[src/rtl/core/brsff_pkg.sv]
package brsff_pkg;

    localparam int CMD_W     = 1;
    localparam int START_W   = 13;
    localparam int COUNT_W   = 13;
    localparam int INDEX_W   = 12;
    localparam int WORD_BITS = 64;
    localparam int BIT_SEL_W = 6;

    localparam logic [CMD_W-1:0] CMD_CHANGE = 1'b0;
    localparam logic [CMD_W-1:0] CMD_FIND   = 1'b1;

    typedef struct packed {
        logic [CMD_W-1:0]   command;
        logic [START_W-1:0] start_bit;
        logic [COUNT_W-1:0] bit_count;
        logic               bit_value;
    } t_in_item;

    typedef struct packed {
        logic               found;
        logic [INDEX_W-1:0] found_index;
        logic               range_error;
    } t_out_item;

    typedef enum logic [1:0] {
        S_IDLE,
        S_PREP,
        S_RUN,
        S_RESULT
    } t_state;

    typedef struct packed {
        logic load;
        logic start;
        logic run;
        logic step;
        logic emit;
    } t_dp_cmd;

    typedef struct packed {
        logic empty;
        logic issue_done;
        logic data_valid;
        logic data_last;
        logic hit;
    } t_dp_stat;

endpackage

[src/rtl/core/brsff_ctrl.sv]
module brsff_ctrl
    import brsff_pkg::*;
(
    input  logic     i_clk,
    input  logic     i_rst_n,
    input  logic     i_in_valid,
    output logic     o_in_stall,
    output logic     o_out_valid,
    input  logic     i_out_stall,
    input  t_dp_stat i_stat,
    output t_dp_cmd  o_cmd
);

    t_state r_state;
    t_state n_state;
    logic   r_out_valid;
    logic   n_out_valid;
    logic   slot_free;
    logic   finish;

    assign slot_free  = !r_out_valid || !i_out_stall;
    assign finish     = i_stat.data_valid && (i_stat.data_last || i_stat.hit);
    assign o_in_stall = (r_state != S_IDLE);

    always_ff @(posedge i_clk) begin
        if (!i_rst_n) begin
            r_state     <= S_IDLE;
            r_out_valid <= 1'b0;
        end else begin
            r_state     <= n_state;
            r_out_valid <= n_out_valid;
        end
    end

    always_comb begin
        n_state = r_state;
        o_cmd   = '0;
        case (r_state)
            S_IDLE: begin
                if (i_in_valid) begin
                    o_cmd.load = 1'b1;
                    n_state    = S_PREP;
                end
            end
            S_PREP: begin
                o_cmd.start = 1'b1;
                n_state     = i_stat.empty ? S_RESULT : S_RUN;
            end
            S_RUN: begin
                o_cmd.run  = 1'b1;
                o_cmd.step = !i_stat.issue_done && !finish;
                if (finish) begin
                    n_state = S_RESULT;
                end
            end
            S_RESULT: begin
                if (slot_free) begin
                    o_cmd.emit = 1'b1;
                    n_state    = S_IDLE;
                end
            end
            default: begin
                n_state = S_IDLE;
            end
        endcase
        if (o_cmd.emit) begin
            n_out_valid = 1'b1;
        end else if (!i_out_stall) begin
            n_out_valid = 1'b0;
        end else begin
            n_out_valid = r_out_valid;
        end
    end

    assign o_out_valid = r_out_valid;

    a_step_in_range: assert property (@(posedge i_clk) disable iff (!i_rst_n)
        o_cmd.step |-> (r_state == S_RUN) && !i_stat.issue_done)
        else $error("word read issued past the last word");

    a_emit_free: assert property (@(posedge i_clk) disable iff (!i_rst_n)
        o_cmd.emit |-> !r_out_valid || !i_out_stall)
        else $error("result overwrote a waiting item");

    a_accept_prep: assert property (@(posedge i_clk) disable iff (!i_rst_n)
        (i_in_valid && !o_in_stall) |=> (r_state == S_PREP))
        else $error("accepted item did not enter preparation");

    a_finish_result: assert property (@(posedge i_clk) disable iff (!i_rst_n)
        ((r_state == S_RUN) && finish) |=> (r_state == S_RESULT))
        else $error("walk finished without a result");

endmodule

[config.mk]
export PLATFORM = sky130hd
export DESIGN_NAME = brsff_ctrl
export DESIGN_NICKNAME = d
export VERILOG_FILES = /design/src/rtl/core/brsff_pkg.sv /design/src/rtl/core/brsff_ctrl.sv
export SDC_FILE = /design/constraint.sdc
export NUM_CORES = 1
export LEC_CHECK = 0
export BUFFER_PORTS_ARGS = -buffer_cell sky130_fd_sc_hd__buf_2
export CORE_AREA = 2 2 39 41
export CTS_BUF_LIST = sky130_fd_sc_hd__clkbuf_16
export CTS_CLUSTER_SIZE = 8
export DETAILED_ROUTE_END_ITERATION = 7
export DIE_AREA = 0 0 41 43
export GPL_TIMING_DRIVEN = 0
export SYNTH_ARGS = -nofsm -noshare
export SYNTH_HDL_FRONTEND = slang
export SYNTH_SLANG_ARGS = --single-unit
[constraint.sdc]
create_clock -name i_clk -period 1.3 [get_ports i_clk]
set_input_delay 0.26 -clock i_clk [delete_from_list [all_inputs] [get_ports i_clk]]
set_output_delay 0.26 -clock i_clk [all_outputs]
set_load 0.01 [all_outputs]
==> results.py <==
metrics = {
    "die": {
        "die_width_um": 41,
        "initial_core_utilization_pct": 17.9,
        "floorplan.io_pins": 16,
        "floorplan.core_area_sq_um": 1380,
        "row_cnt": 14,
        "chip_height_um": 43,
        "die_area_sq_um": 1760,
    },
    "hold_path": {
        "min-delay-path-class": "in2reg",
        "min_from": "i_rst_n",
    },
    "cts": {
        "clock_path_buffers": 2,
        "cts_root_buffer": "clkbuf_16",
        "cts.clk_slew.worst_paths_ns": 0.03,
        "cts.sink_count": 3,
        "worst_skew_pair.late_latency_ns": 0.22,
        "hold_buffers": 0,
        "cts_tree": "done",
        "total_cts_buffers": 3,
        "cts_max_level": 1,
    },
    "worst_setup_path": {
        "critical_path.max_fanout": 4,
        "worstPathRequired_ns": 1.04,
        "critical_path.reg2reg.startpoint": "r_state[1]",
        "cp-end-kind": "output pin",
        "crit_start": "r_state[1]",
        "critPathLaunchType": "flop",
        "setup.worst_path.class": "reg2out",
        "timing.critical_path.arrival_ns": 1.06,
    },
    "place": {
        "gpl.final_weighted_congestion": 0.699,
        "post_dp_cell_area_sq_um": 360,
        "portBuffers": 15,
        "detailed_place_hpwl_um": 420,
        "numPlacedInstances": 60,
    },
    "synthesis": {
        "yosys_register_bits": 3,
        "netlist_top_cells_count": "ha_1, inv_1, nand2_1, dfxtp_1",
        "post_synth_edffs": 0,
        "postSynthAreaPerCell_sq_um": 8.54,
        "post_synth_inst_count": 29,
        "yosysWarningCount": 0,
        "synth_fp_nets": 43,
        "synth.distinct_cells": 15,
        "async_reset_ff_share_pct": 0,
        "synthFlopType": "dfxtp_1",
        "post-synth-top-count-cell": "ha_1",
        "netlist_area_sq_um": 248,
        "seq_area_frac_synth_pct": 24.2,
        "area_contributors_post_synth": "ha_1, dfxtp_1, mux2i_1",
        "synth_top_cell_area_share_pct": 25.3,
        "synth_top_area_cell": "ha_1",
    },
    "timing": {
        "finalSetupViolations": 5,
        "max_slew.worst_pin.slew_ns": 0.319,
        "maxSlewHeadroom_pct": 78.5,
        "final-hold-violation-count": 0,
        "finClkSkew_ns": 0.000637,
        "timing.final.crit_period_ns": 1.32,
        "period_utilisation_layout_pct": 101,
        "maxClockFrequency_mhz": 758,
        "rsz0062_at_grt": "yes",
        "timing_max_transition_violations_final": 0,
        "layout_setup_ws_ns": -0.0192,
        "fin_worst_hold_slack_ns": 0.325,
    },
    "final_layout": {
        "num-nets-final": 67,
        "synthToLayoutAreaGrowth_pct": 112,
        "layout-drive-gt1-share_pct": 69.2,
        "post_route_cell_area_sq_um": 524,
        "filler_cell_count": 154,
        "layoutNonFillerInstCount": 68,
        "antennaDiodeCount": 0,
    },
    "status": {
        "status": "finished with violations",
        "violated_checks": "negative setup slack",
    },
    "global_routing": {
        "grt_antenna_before_repair": 0,
        "grt_use_total_pct": 9.13,
        "grt-ovfl-total": 0,
        "first_global_vias": 250,
        "grt_max_degree": 6,
        "global_route_wire_length_before_repair_um": 979,
    },
    "routing": {
        "maxUsedRoutingLayer": "met4",
        "drt_wl_total_um": 674,
        "vias_per_cell": 4.07,
        "final_routed_drc_violation_total": 0,
        "detailroute.via_count": 277,
        "drtAntennaViolNets": 0,
        "post_drt_wl_per_cell_um": 9.91,
        "wire_length_the_detailed_router_placed_on_met1_um": 263,
        "drt-pass1-iter-count": 4,
        "met2_wire_len_um": 310,
        "detailroute.wirelength.met3_um": 83,
        "drt_iter0_drc": 2,
    },
    "power_and_ir_drop": {
        "power.density_nw_per_um2": 2430,
        "power_leakage_nw": 0.264,
        "vdd.ir_drop.worst_mv": 0.746,
        "design_power_total_w": 0.00128,
    },
    "job": {
        "max_cap_violations": 0,
    },
}
[worst paths after layout]
kind                       to  slack [ns]  cells after the start
hold reg to reg   o_out_valid        0.60                      2
setup reg to reg   r_state[0]       -0.01                      5
setup / recovery     o_cmd[0]       -0.02                      3
hold / removal    o_out_valid        0.33                      2
[state kept, by name (all words and copies together) (netlist names)]
register     count
r_state          2
o_out_valid      1
[what timing repair did]
item	CTS	global route
pin swaps	4	4
buffers inserted	5	0
endpoints found under the setup margin	5	6
gates resized for setup	12	2
[layout by cell type, fill, tap and decap left out, types with 2 or more instances in the layout]
cell / n
nand2_1: 3
inv_1: 2
mux2i_1: 2
buf_6: 2
nor2_1: 2
dfxtp_4: 2
buf_4: 4
ha_4: 3
buf_2: 14
clkbuf_16: 3
[cell families after synthesis]
group           synth area share (%)
compound gates                  12.1
fa+ha+maj                       25.3
buf+inv                         9.09
flops                           24.2
mux                             8.08
simple gates                    21.2
[layout make-up]
class | count | area [sq um] | area share [%]
multi-input combinational | 21 | 213 | 40.6
clock buffer | 3 | 75.1 | 14.3
timing repair buffer | 20 | 123 | 23.4
inverter | 4 | 22.5 | 4.30
tap | 16 | 20.0 | 3.82
clock inverter | 1 | 3.75 | 0.716
sequential | 3 | 67.6 | 12.9
[metrics by stage]
step / util [%] / worst slack (ns) / setup TNS (ns)
2_1_floorplan: - / -0.00775 / -0.0155
3_3_place_gp: 26.0 / -0.116 / -0.228
3_5_place_dp: 26.0 / -0.144 / -0.287
4_1_cts: 37.5 / -0.0293 / -0.0882
5_1_grt: 37.9 / -0.0877 / -0.355
6_report: 37.9 / -0.0192 / -0.0401
[where the power goes]
group / switching, W / internal, W / total, W
Clock: 0.0000873 / 0.000397 / 0.000484
Sequential: 0.0000725 / 0.000146 / 0.000219
Combinational: 0.000259 / 0.000314 / 0.000573
Total: 0.000419 / 0.000857 / 0.00128
[metal layers]
layer	global-route usage, %	vias to the layer above
met5	0	-
met4	8.00	0
met3	4.71	2
met2	13.4	17
met1	8.65	117
li1	-	141
[critical path, cell delays in order (launching register included)]
cell and delay [ns]:
dfxtp_4 0.36, ha_4 0.16, and2b_2 0.19, buf_6 0.11
(Power assumes the default switching activity.)
